File: src/rtl/rmd_pkg.sv
// Package for the running median deviation unit: sizes, state codes and control structs.
`default_nettype none
package rmd_pkg;

  localparam int CAPACITY = 64;
  localparam int CNT_W    = $clog2(CAPACITY + 1);
  localparam int IDX_W    = $clog2(CAPACITY);

  localparam int VAL_W    = 32;
  localparam int SUM_W    = 38;
  localparam int MED_W    = 33;
  localparam int DEV_W    = 39;
  localparam int OCNT_W   = 7;
  localparam int OUT_W    = 80;

  localparam logic CMD_CLEAR  = 1'b0;
  localparam logic CMD_INSERT = 1'b1;

  typedef enum logic [1:0] {
    ST_IDLE,
    ST_SCAN,
    ST_FINISH
  } rmd_state_e;

  typedef struct packed {
    logic ins;
    logic clr;
    logic load;
    logic shift;
  } rmd_cell_ctrl_t;

  typedef struct packed {
    logic start;
    logic step;
  } rmd_scan_ctrl_t;

endpackage
`default_nettype wire

File: src/rtl/rmd_cell.sv
// One cell of the sorted-insert chain: a stored sample plus a scan-out shift stage.
`default_nettype none
module rmd_cell (
  input  wire logic                               clk_i,
  input  wire logic                               rst_ni,
  input  wire rmd_pkg::rmd_cell_ctrl_t            ctrl_i,
  input  wire logic signed [rmd_pkg::VAL_W-1:0]   x_i,
  input  wire logic signed [rmd_pkg::VAL_W-1:0]   left_val_i,
  input  wire logic                               left_gt_i,
  input  wire logic                               left_occ_i,
  input  wire logic signed [rmd_pkg::VAL_W-1:0]   scan_i,
  output logic signed [rmd_pkg::VAL_W-1:0]        val_o,
  output logic                                    gt_o,
  output logic                                    occ_o,
  output logic signed [rmd_pkg::VAL_W-1:0]        scan_o
);

  logic signed [rmd_pkg::VAL_W-1:0] val_q, val_d;
  logic signed [rmd_pkg::VAL_W-1:0] scan_q, scan_d;
  logic                             occ_q, occ_d;
  logic                             gt;
  logic                             take;

  // strict compare: an equal sample lands after the ones already held
  assign gt   = occ_q && (val_q > x_i);
  assign take = ctrl_i.ins && (gt || (!occ_q && left_occ_i));

  always_comb begin
    val_d = take ? (left_gt_i ? left_val_i : x_i) : val_q;
    if (ctrl_i.clr) begin
      occ_d = 1'b0;
    end else if (ctrl_i.ins) begin
      occ_d = occ_q | left_occ_i;
    end else begin
      occ_d = occ_q;
    end
    if (ctrl_i.load) begin
      scan_d = val_d;
    end else if (ctrl_i.shift) begin
      scan_d = scan_i;
    end else begin
      scan_d = scan_q;
    end
  end

  always_ff @(posedge clk_i or negedge rst_ni) begin
    if (!rst_ni) begin
      occ_q <= 1'b0;
    end else begin
      occ_q <= occ_d;
    end
  end

  always_ff @(posedge clk_i) begin
    val_q  <= val_d;
    scan_q <= scan_d;
  end

  assign val_o  = val_q;
  assign gt_o   = gt;
  assign occ_o  = occ_q;
  assign scan_o = scan_q;

endmodule
`default_nettype wire

File: config.mk
export PLATFORM = sky130hd
export DESIGN_NAME = rmd_cell
export DESIGN_NICKNAME = d
export VERILOG_FILES = /design/src/rtl/rmd_pkg.sv /design/src/rtl/rmd_cell.sv
export SDC_FILE = /design/constraint.sdc
export NUM_CORES = 1
export LEC_CHECK = 0
export BUFFER_PORTS_ARGS = -buffer_cell sky130_fd_sc_hd__buf_2
export CORE_MARGIN = 1
export CORE_UTILIZATION = 40
export DETAILED_ROUTE_END_ITERATION = 16
export PLACE_DENSITY = 0.7
export SLEW_MARGIN = 20
export SYNTH_ARGS = -nofsm -noshare
export SYNTH_HDL_FRONTEND = slang
export SYNTH_SLANG_ARGS = --single-unit
File: constraint.sdc
create_clock -name clk_i -period 5.3 [get_ports clk_i]
set_input_delay 1.06 -clock clk_i [delete_from_list [all_inputs] [get_ports clk_i]]
set_output_delay 1.06 -clock clk_i [all_outputs]
set_load 0.05 [all_outputs]
After elaboration in Yosys (flattened, before gate mapping)
Cells that the tools add are included.

Word-level logic and storage cells: 18. Output and inout port bits: 66. Register bits after elaboration: 65.

Order comparisons: 1. Muxes and demuxes: 6. Bitwise logic cells: 1. Reductions and logical operators: 7.

Operator list (number): $mux W32 (4); $gt A32 B32 Y1 (1); $reduce_bool A2 Y1 (2); $logic_and A1 B1 Y1 (3); $mux W1 (2); $logic_not A1 Y1 (1); $logic_or A1 B1 Y1 (1); $or A1 B1 Y1 (1).

Logic depth before layout (Yosys ltp)
Depth after elaboration: 6. Mapped depth: 12. Gate-level depth less buffers: 9.

Least setup slack after synthesis
OpenSTA, ideal clock, no wires.

Path type: input to output. Start point: in x_i[14] (netlist bit). End point: out gt_o. Arrival time: 2992 ps. Path buffers: 0. Required time: 4240 ps. Slack: 1248 ps. Cell stages on the path: 9. Cell sequence: inv_1 -> ha_1 -> nand4_1 -> or4_1 -> a21o_1 -> a21oi_1 -> nor3_1 -> xnor2_1 -> and3_1.

Cells in the longest elaborated chain, start to end: 2.

RTL lines: from (decl) (RTL line rmd_cell.sv:7) `input wire logic signed [rmd_pkg::VAL_W-1:0] x_i,`; $gt A32 B32 Y1 (RTL line rmd_cell.sv:25) `assign gt = occ_q && (val_q > x_i);`; $logic_and A1 B1 Y1 (RTL line rmd_cell.sv:25); to (decl) (RTL line rmd_cell.sv:13) `output logic gt_o,`.

Every way passes these cells.

Worst setup path after layout
Ends and elaborated chain as after synthesis.

==> metrics.txt <==
Final GP Congestion a little over 0.9; Sequential Area around 0.0016 sq mm; num rows 37; Critical Path Start x_i[14]; Leakage Power ~0.0028 uW; RSZ-0062 raised after global routing no; max cap viols 0; Setup crit start kind input port; CP Capture Type output port; clock tree buffer depth 2; Yosys cell types 33; Area growth syn-to-layout 25.6%; Clock power frac between 10% and 20%; final worst path period need between 4 and 5 ns; drt wl/cell 15.4 um; IO buf count 169; Root Buffer clkbuf_8; Initial Utilization a little over two fifths; ranking of synthesized cells by area edfxtp_1, dfxtp_1, mux2_4; Core ar. 0.0104 sq mm; Worst Tran Pin Value between 0.9 and 1 ns; worst reg2reg startpoint val_o[14]; Filler Cells Inserted 1015; PD cells 567 mW/mm^2; Async SR Flop Fraction roughly 1.5%; Ys Warns 0; WL final ~12 mm; post-route setup TNS 0 ns; # setup viols final 0; Post-CTS Setup Bufs 0; overall global routing resource usage 21.2%; cts hold-fix bufs 0; area leader, netlist edfxtp_1; max_slew headroom between 30 and 40%; Worst Path Max Fanout 3; status completed; Gate power share a little under three fifths; final hold slack roughly 0.50 ns; layout cells sized above 1 between 30 and 40%; # IOs 170; CTS tree built; maximum VDD drop between 0.2 and 0.25 mV; number of global-route vias before repair approximately 3.9k; Switch Pwr between 1500 and 2000 uW; Final nets 772; DRC 0; Internal Power between 1500 and 2000 uW; Critical Setup Path Class in2out; reg2reg end scan_o[25]; synth cell count leaders nand2_1, inv_1, o21ai_0; Final Hold Vio Count 0; Yosys reg bits 65; first-pass GRT wire length between 15 and 20 mm; htree depth 3; flop2flop setup slack about 1.4 ns; largest net degree at the start of global routing 97; post-DP HPWL between 9 and 10 mm; Mean Syn Cell Area ~9.0 sq um; Vias about 4.0k; EDFF count, synth 32; Synth Cell Area between 0.004 and 0.005 sq mm; critical path arrival 3.38 ns; clk sink count 65; Slew Viols, Final 0; Seq/Total Area, Yosys 37.4%; switching share of power roughly half; TritonCTS buffer count 9; iteration-0 DRC count of the detailed router 105; Syn Inst Count 485; Die Y between 100 and 150 um; Synthesized Nets around 620; Synth Flop Type edfxtp_1; GRT overflow 0; post-CTS sizing 0; initial antenna violation count 1; Clock Skews 0.0148 ns; Die X ~110 um; Peak Freq about 230 MHz; Reg clk slew, reported paths about 0.07 ns; FF-to-FF path depth 10; sequential power share approximately 29%; Yosys top cell area share between 20% and 30%; Tcrit/Tclk final between 80% and 90%; multi-input logic area ~0.0023 sq mm; CP Data Required Time 4.24 ns; Vias/cell ~5.1; Die ar. 0.0113 sq mm; first drt pass iteration count 4; clk_lat worst skew ~0.33 ns; post-route ant nets 0; most common cell in the netlist nand2_1; worst hold path type in2async
cells by family (layout without fill, tap and decap cells):
logic type | count (synthesis) | in the layout | share of synthesized area, %
adder cells (fa/ha/maj) | 32 | 32 | 9.20
XOR/XNOR | 1 | 1 | 0.201
AND/OR/NAND/NOR | 160 | 160 | 18.8
multiplexers | 33 | 33 | 11.1
buffers and inverters | 102 | 258 | 9.43
flip-flops | 65 | 65 | 37.4
other | 0 | 1 | 0
AO/OA/AOI/OAI | 92 | 92 | 13.9
registers in the layout (all words and copies together) (netlist names):
| signal | flops |
|---|---|
| scan_o | 32 |
| val_o | 32 |
| occ_o | 1 |
critical path, stage by stage:
cell and delay [ns]:
buf_2 0.07, inv_1 0.04, ha_1 0.32, nand4_1 0.20, or4_1 0.57, a21o_1 0.18
a21oi_1 0.21, nor3_1 0.10, xnor2_1 0.17, and3_1 0.18, buf_2 0.28
power groups by stage:
stage / clock network (uW) / registers, uW / logic, uW
5_1_grt: 483 / 940 / 1850
6_report: 454 / 912 / 1730
3_5_place_dp: 0 / 924 / 1730
4_1_cts: 465 / 913 / 1740
3_3_place_gp: 0 / 916 / 1700
2_1_floorplan: 0 / 1540 / 701
cell usage in the layout (no fill, tap or decap), types with 2 or more instances in the layout:
cell       netlist  layout
and3_1           2       2
nand4_1          6       6
nor3_1           3       3
dfxtp_1         32      32
clkbuf_8         0       9
mux2_4          30      30
inv_1           67      67
ha_1            32      32
nor2_1           2       2
clkinv_2         0       3
nand3_1          3       3
o221ai_1        32      32
o21ai_0         37      37
buf_2            4     169
a21oi_1         17      17
nand2_1        104     104
bufinv_16        0       2
mux2_2           3       3
buf_4            0       6
or4_1            3       3
nand4b_1        32      32
edfxtp_1        32      32
routing by layer:
metal  GRT usage, %  up-vias  routed length, um
li1               -     2020                  -
met1           26.5     1806               5300
met2           36.2      140               5620
met3           3.56       14                834
met4           7.94        0                202
met5              0        -                  0
worst max-delay path by stage:
stage,end,slack (ns),cells past startpoint
floorplan,gt_o,1.25,9
global placement,val_o[20],0.71,11
detailed placement,val_o[2],0.59,11
CTS,gt_o,0.84,11
global route,gt_o,0.74,11
finish,gt_o,0.86,11
area by class of cell:
| cell class | count | share of cell area [%] |
|---|---|---|
| tap | 136 | 3.11 |
| timing repair buffer | 175 | 16.3 |
| antenna | 1 | 0.0457 |
| sequential | 65 | 29.7 |
| clock buffer | 10 | 2.33 |
| multi-input combinational | 318 | 42.4 |
| inverter | 67 | 4.60 |
| clock inverter | 6 | 1.53 |
metrics by stage:
step	instances	util (%)	instance area [sq um]	setup WS (ns)	total power [uW]
6_report	778	52.5	5470	0.859	3100
2_1_floorplan	485	-	4350	1.25	2250
4_1_cts	777	52.5	5470	0.841	3110
3_3_place_gp	761	50.5	5260	0.708	2610
3_5_place_dp	761	50.5	5260	0.588	2660
5_1_grt	778	52.5	5470	0.737	3270
(Power assumes the default switching activity.)
