**src/rtl/rmd_pkg.sv**
```systemverilog
// Package for the running median deviation unit: sizes, state codes and control structs.
`default_nettype none
package rmd_pkg;

  localparam int CAPACITY = 64;
  localparam int CNT_W    = $clog2(CAPACITY + 1);
  localparam int IDX_W    = $clog2(CAPACITY);

  localparam int VAL_W    = 32;
  localparam int SUM_W    = 38;
  localparam int MED_W    = 33;
  localparam int DEV_W    = 39;
  localparam int OCNT_W   = 7;
  localparam int OUT_W    = 80;

  localparam logic CMD_CLEAR  = 1'b0;
  localparam logic CMD_INSERT = 1'b1;

  typedef enum logic [1:0] {
    ST_IDLE,
    ST_SCAN,
    ST_FINISH
  } rmd_state_e;

  typedef struct packed {
    logic ins;
    logic clr;
    logic load;
    logic shift;
  } rmd_cell_ctrl_t;

  typedef struct packed {
    logic start;
    logic step;
  } rmd_scan_ctrl_t;

endpackage
`default_nettype wire

```
**src/rtl/rmd_scan.sv**
```systemverilog
// Scan accumulator: sums lower and upper halves and the doubled median as samples stream out.
`default_nettype none
module rmd_scan (
  input  wire logic                               clk_i,
  input  wire logic                               rst_ni,
  input  wire rmd_pkg::rmd_scan_ctrl_t            ctrl_i,
  input  wire logic [rmd_pkg::CNT_W-1:0]          count_i,
  input  wire logic signed [rmd_pkg::VAL_W-1:0]   sample_i,
  output logic                                    done_o,
  output logic signed [rmd_pkg::SUM_W-1:0]        lo_o,
  output logic signed [rmd_pkg::SUM_W-1:0]        hi_o,
  output logic signed [rmd_pkg::MED_W-1:0]        med2_o
);

  logic [rmd_pkg::IDX_W-1:0]         k_q, k_d;
  logic signed [rmd_pkg::SUM_W-1:0]  lo_q, lo_d, hi_q, hi_d;
  logic signed [rmd_pkg::MED_W-1:0]  med_q, med_d;
  logic [rmd_pkg::CNT_W-1:0]         kk;
  logic [rmd_pkg::CNT_W-1:0]         half;
  logic                              is_lower, is_upper, is_mid;
  logic signed [rmd_pkg::SUM_W-1:0]  s_sum;
  logic signed [rmd_pkg::MED_W-1:0]  s_med;

  assign kk     = rmd_pkg::CNT_W'(k_q);
  assign half   = count_i >> 1;
  assign done_o = (kk == count_i - 1'b1);

  assign is_lower = kk < half;
  assign is_upper = kk >= (count_i - half);
  assign is_mid   = count_i[0] ? (kk == half) : ((kk == half) || (kk == half - 1'b1));

  assign s_sum = {{(rmd_pkg::SUM_W-rmd_pkg::VAL_W){sample_i[rmd_pkg::VAL_W-1]}}, sample_i};
  // odd count: the single middle sample counts twice
  assign s_med = count_i[0] ? {sample_i, 1'b0}
                            : {{(rmd_pkg::MED_W-rmd_pkg::VAL_W){sample_i[rmd_pkg::VAL_W-1]}},
                               sample_i};

  always_comb begin
    k_d   = k_q;
    lo_d  = lo_q;
    hi_d  = hi_q;
    med_d = med_q;
    if (ctrl_i.start) begin
      k_d   = '0;
      lo_d  = '0;
      hi_d  = '0;
      med_d = '0;
    end else if (ctrl_i.step) begin
      k_d = k_q + 1'b1;
      if (is_lower) begin
        lo_d = lo_q + s_sum;
      end
      if (is_upper) begin
        hi_d = hi_q + s_sum;
      end
      if (is_mid) begin
        med_d = med_q + s_med;
      end
    end
  end

  always_ff @(posedge clk_i or negedge rst_ni) begin
    if (!rst_ni) begin
      k_q <= '0;
    end else begin
      k_q <= k_d;
    end
  end

  always_ff @(posedge clk_i) begin
    lo_q  <= lo_d;
    hi_q  <= hi_d;
    med_q <= med_d;
  end

  assign lo_o   = lo_q;
  assign hi_o   = hi_q;
  assign med2_o = med_q;

endmodule
`default_nettype wire

```
**config.mk**
```make
export PLATFORM = sky130hd
export DESIGN_NAME = rmd_scan
export DESIGN_NICKNAME = d
export VERILOG_FILES = /design/src/rtl/rmd_pkg.sv /design/src/rtl/rmd_scan.sv
export SDC_FILE = /design/constraint.sdc
export NUM_CORES = 1
export LEC_CHECK = 0
export CAP_MARGIN = 5
export CORE_ASPECT_RATIO = 0.5
export CORE_UTILIZATION = 32
export CTS_BUF_LIST = sky130_fd_sc_hd__clkbuf_16
export DETAILED_ROUTE_END_ITERATION = 12
export DONT_BUFFER_PORTS = 1
export GPL_ROUTABILITY_DRIVEN = 0
export PLACE_DENSITY_LB_ADDON = 0.05
export SYNTH_ARGS = -nofsm -noshare
export SYNTH_HDL_FRONTEND = slang
export SYNTH_SLANG_ARGS = --single-unit
```
**constraint.sdc**
```tcl
create_clock -name clk_i -period 2.5 [get_ports clk_i]
set_input_delay 0.25 -clock clk_i [delete_from_list [all_inputs] [get_ports clk_i]]
set_output_delay 0.25 -clock clk_i [all_outputs]
set_load 0.05 [all_outputs]
```
---- Word level (Yosys, flattened, before mapping) ----
Index checks and enable logic that the tools add are counted.
operators by class
  add/sub/neg operators ................... 7
  equality and inequality tests ........... 3
  $lt $le $gt $ge ......................... 2
  reductions and logical operators ........ 5
  muxes and demuxes ....................... 4
operator list
  cell                                                                 count
  38-bit by 32-bit adder with 38-bit output                            2
  33-bit adder                                                         1
  32-bit 2-to-1 mux                                                    1
  6-bit by 7-bit == test with 1-bit output                             2
  6-bit 2-to-1 mux                                                     2
  6-bit by 7-bit >= comparator with 1-bit output                       1
  6-bit by 1-bit subtractor with 7-bit output (second input constant)  1
  7-bit by 1-bit subtractor with 7-bit output (second input constant)  1
  7-bit by 6-bit subtractor with 7-bit output                          1
  6-bit by 1-bit adder with 6-bit output (second input constant)       1
  6-bit == test                                                        1
  6-bit < comparator                                                   1
  2-bit AND reduction                                                  3
  2-bit nonzero test                                                   1
  1-bit logical OR                                                     1
  1-bit 2-to-1 mux                                                     1
word-level totals
  input port bits ......................... 43
  register bits after elaboration ......... 115

---- Depth between registers and ports, before layout ----
  word-level depth ........................ 5
  gate-level depth with buffers ........... 19
  gate-level depth less buffers ........... 17

---- Worst setup path before layout ----
No wires, ideal clock.
  path kind ............................... input to register
  from .................................... input port count_i[0] (netlist name)
  to ...................................... register hi_q, in the netlist hi_o[37]
  setup time .............................. 0.115 ns
  data arrival time ....................... 3.288 ns
  cell stages on the path ................. 13
  required time ........................... 2.385 ns
  slack ................................... -0.904 ns
  path through ............................ clkbuf_1 inv_1 ha_1 fa_1 ha_1 a21o_1 a21o_1 a21o_1 a211o_1 o2111ai_2 and4b_1 or4_1 and3_1
between the ends
  longest elaborated chain between the ends .. 3
ends and longest elaborated chain
  element                                         RTL line        source
  start, declared                                 rmd_scan.sv:7   input wire logic [rmd_pkg::CNT_W-1:0] count_i,
  7-bit by 6-bit subtractor with 7-bit output     rmd_scan.sv:29  assign is_upper = kk >= (count_i - half);
  6-bit by 7-bit >= comparator with 1-bit output  rmd_scan.sv:29
  2-bit AND reduction (no line)                   n/a
  end signal, assigned                            rmd_scan.sv:72  hi_q <= hi_d;
  end, declared                                   rmd_scan.sv:16  logic signed [rmd_pkg::SUM_W-1:0] lo_q, lo_d, hi_q, hi_d;
No other way between the ends.
A chain may end at the register's enable or synchronous reset.

---- Final worst setup path ----
  from .................................... register med_q, in the netlist med2_o[0]
  to ...................................... register med_q, in the netlist med2_o[32]
between the ends
  longest elaborated chain between the ends .. 1
ends and longest elaborated chain
  element                 RTL line        source
  start, declared         rmd_scan.sv:17  logic signed [rmd_pkg::MED_W-1:0] med_q, med_d;
  start signal, assigned  rmd_scan.sv:73  med_q <= med_d;
  33-bit adder            rmd_scan.sv:57  med_d = med_q + s_med;
No other way between the ends.

==> results.py <==
metrics = {
    "synthesis": {
        "synthArstFlopShare_pct": 5.22,
        "synth.net_count": 1631,
        "yosys.area_share.adder_pct": 15.9,
        "ys_top_cells_by_area": "dfxtp_1 20%, ha_1 15%, a21oi_1 7.4%",
        "post-synth-top-count-cell": "a21oi_1",
        "muxShareOfSynthArea_pct": 4.94,
        "synth_top_family_by_area": "compound AO/OA/AOI/OAI gates",
        "synth_commonest_cells": "164 x a21oi_1, 159 x nor2_1, 135 x ha_1, 124 x nand2_1, 109 x dfxtp_1",
        "ys_seq_area_share_pct": 21.0,
        "synthDominantCellAreaShare_pct": 19.6,
        "syn_inst": 1449,
        "synth_area_um2": 11100,
        "ys_ff_latch": 115,
        "yosysTopAreaCell": "dfxtp_1",
        "syn_avg_cell_area_um2": 7.67,
        "synth-xor-area-share_pct": 8.04,
        "synth-main-ff-cell": "dfxtp_1",
        "yosys_warnings": 0,
        "yosysUniqueCellTypes": 77,
        "synthSimpleGateAreaFrac_pct": 19.4,
        "synth-compound-area-share_pct": 26.4,
        "synth_edf_count": 0,
    },
    "sta": {
        "hold_viol": 0,
        "rsz0062_at_grt": "true",
        "report.final.slew_viol_count": 0,
        "finalCritPeriodShare_pct": 109,
        "fmax_mhz": 366,
        "maxSlewHeadroom_pct": 56.1,
        "period_needed_ns": 2.73,
        "clock-skew-final_ns": 0.00836,
        "finalSetupViolations": 28,
        "setup_slack_ns": -0.229,
        "worst_slew_pin_slew_ns": 0.652,
    },
    "detailed_routing": {
        "routedWlPerCell_um": 18.0,
        "drt-initial-drc-count": 601,
        "antenna_left": 0,
        "first_pass_iters": 5,
        "drc": 0,
        "wl_um": 41300,
        "vias": 12144,
        "vias_per_cell": 5.29,
    },
    "cells_and_area": {
        "antenna_cells": 0,
        "fillCellCount": 3274,
        "final_cell_count_no_fill": 2297,
        "multi_input_area_um2": 9850,
        "fin_nets": 2001,
        "drive_gt1_share_pct": 40.6,
        "area_delta_synth_final_pct": 54.2,
        "seqCellArea_um2": 2420,
    },
    "placement": {
        "place_ws_ns": -0.484,
        "numPortBuffers": 0,
        "dp_hpwl_um": 29600,
        "dp.cells": 2208,
    },
    "setup_path": {
        "cp-end-kind": "register",
        "crit_path_start_kind": "register",
        "cp_max_fo": 4,
        "cp_common_cell": "o211ai_1",
        "worstPathCellList": "ha_4 > fa_2 > a211oi_2 > o211ai_1 > nand4_1 > a21oi_2 > o21ai_2 > o211ai_1 > xnor2_1 > or3_1 > a21oi_1",
        "path_buf_inv": 0,
        "cp-startpoint": "med2_o[0]$_SDFFE_PP0P_",
        "worstPathRequired_ns": 2.87,
        "reg2reg_slack_ns": -0.23,
        "reg2reg_from": "med2_o[0]$_SDFFE_PP0P_",
        "crit_slowest_cell": "fa_2",
        "critPathKind": "reg2reg",
        "slowest_delay_ns": 0.35,
        "cp_top_family": "compound AO/OA/AOI/OAI gates",
        "cp_data_arrival_time_ns": 3.09,
    },
    "floorplan": {
        "die_w_um": 266,
        "core_area_um2": 33600,
        "dieArea_um2": 35500,
        "ios": 153,
        "start_util_pct": 33.0,
        "rows": 47,
        "fp.dieH_um": 134,
    },
    "run_status": {
        "status": "finished with violations",
        "failed_checks": "negative setup slack",
    },
    "cts": {
        "clkTransAtPathRegs_ns": 0.06,
        "cts_tree": "yes",
        "clk_path_buf_depth": 2,
        "cts_buffers": 17,
        "h-tree-depth": 4,
        "cts_sinks": 115,
        "root_buffer": "clkbuf_16",
        "worstSkewPairLatency_ns": 0.44,
    },
    "hold_path": {
        "hold_start": "ctrl_i[1]",
        "hold_class": "in2reg",
    },
    "global_routing": {
        "overflow": 0,
        "grt_pass1_vias": 11662,
        "track_usage_pct": 22.3,
        "grt_pass1_wl_um": 62600,
        "grt_max_degree": 93,
        "antenna_found_initial": 1,
    },
    "power_and_ir_drop": {
        "vdd_drop_max_mv": 0.488,
        "p_leak_uw": 0.00793,
        "power.density_nw_per_um2": 435,
    },
    "job": {
        "drv_cap": 0,
    },
}
==> placed cells by master (no fill, tap or decap), types with 14 or more instances in the layout <==
cell       count
nand2_1      121
mux2_2        30
mux2i_1       20
nand4_1       21
nor3_1        20
dfxtp_1       70
a31oi_1       17
nor2_2        14
xnor2_1       64
and3_1        15
o21ai_0       42
a21oi_2       32
nand3_1       37
inv_1         47
buf_6         22
o21ai_1       17
buf_4        378
o21bai_1      16
clkbuf_16     23
dfxtp_4       17
o211ai_1      14
a21oi_1      127
ha_1          96
xor2_1        33
nor2_1       136
a21o_1        72
ha_4          35
dfxtp_2       22
==> sequential cells by signal, indices dropped and copies added, names as in the netlist <==
signal and flops:
lo_o 38, hi_o 38, med2_o 33, k_q 6
==> metrics by stage <==
step	power (µW)	hold WS, ns	setup TNS, ns	area [µm²]	utilization [%]
after global routing	7910	0.0383	-8.63	17100	50.9
after global placement	4690	-0.0451	-23.66	14500	43.0
after floorplan	3840	-0.0456	-17.52	11400	-
after CTS	7240	0.0114	-1.77	15800	47.0
final	7460	0.0460	-2.65	17100	50.9
after detailed placement	4710	-0.0451	-24.84	14500	43.0
==> path summary, 6_finish.rpt <==
path                                      endpoint  cells past startpoint
max                        med2_o[32]$_SDFFE_PP0P_                     11
min                        med2_o[29]$_SDFFE_PP0P_                      3
max reg2reg                med2_o[32]$_SDFFE_PP0P_                     11
min reg2reg                   hi_o[0]$_SDFFE_PP0P_                      3
max in group asynchronous       k_q[0]$_DFFE_PN0P_                      1
min in group asynchronous       k_q[3]$_DFFE_PN0P_                      1
==> what timing repair did <==
| action | CTS | global route |
|---|---|---|
| hold buffers | 4 | 0 |
| pin swaps | 64 | 103 |
| gates cloned | 1 | 7 |
| setup buffers | 10 | 40 |
| resized for setup | 127 | 181 |
| endpoints found under the hold margin | 98 | 0 |
| setup endpoints to repair | 69 | 91 |
==> logic make-up (layout without fill, tap and decap cells) <==
logic type / after synthesis / in the layout
adders and majority gates: 139 / 139
buffers and inverters: 121 / 504
xor gates and xnor gates: 102 / 102
DFF: 115 / 115
muxes: 51 / 51
and+or+nand+nor: 461 / 461
AOI/OAI and AO/OA: 460 / 460
==> worst min-delay path, cell delays in order <==
cell and delay, ns:
nor3_2 0.03, o21ai_0 0.06, nand3_1 0.06
==> where the power goes <==
| part | switching, µW | internal (µW) |
|---|---|---|
| logic | 1720 | 1460 |
| registers | 94.7 | 1950 |
| clock network | 919 | 1320 |
==> layout make-up <==
type	instances	area share (%)
Tap cell	465	3.40
Clock inverter	15	0.519
Multi-Input combinational cell	1213	57.5
Clock buffer	17	2.48
Sequential cell	115	14.1
Timing Repair Buffer	424	20.8
Inverter	48	1.12
==> routing by layer <==
layer	up-vias	wire [µm]	GRT usage, %
li1	6039	-	-
met1	5902	19400	28.6
met2	178	20100	38.5
met3	25	1410	4.03
met4	0	425	5.27
met5	-	0	0
Power figures use the tool's default switching activity.
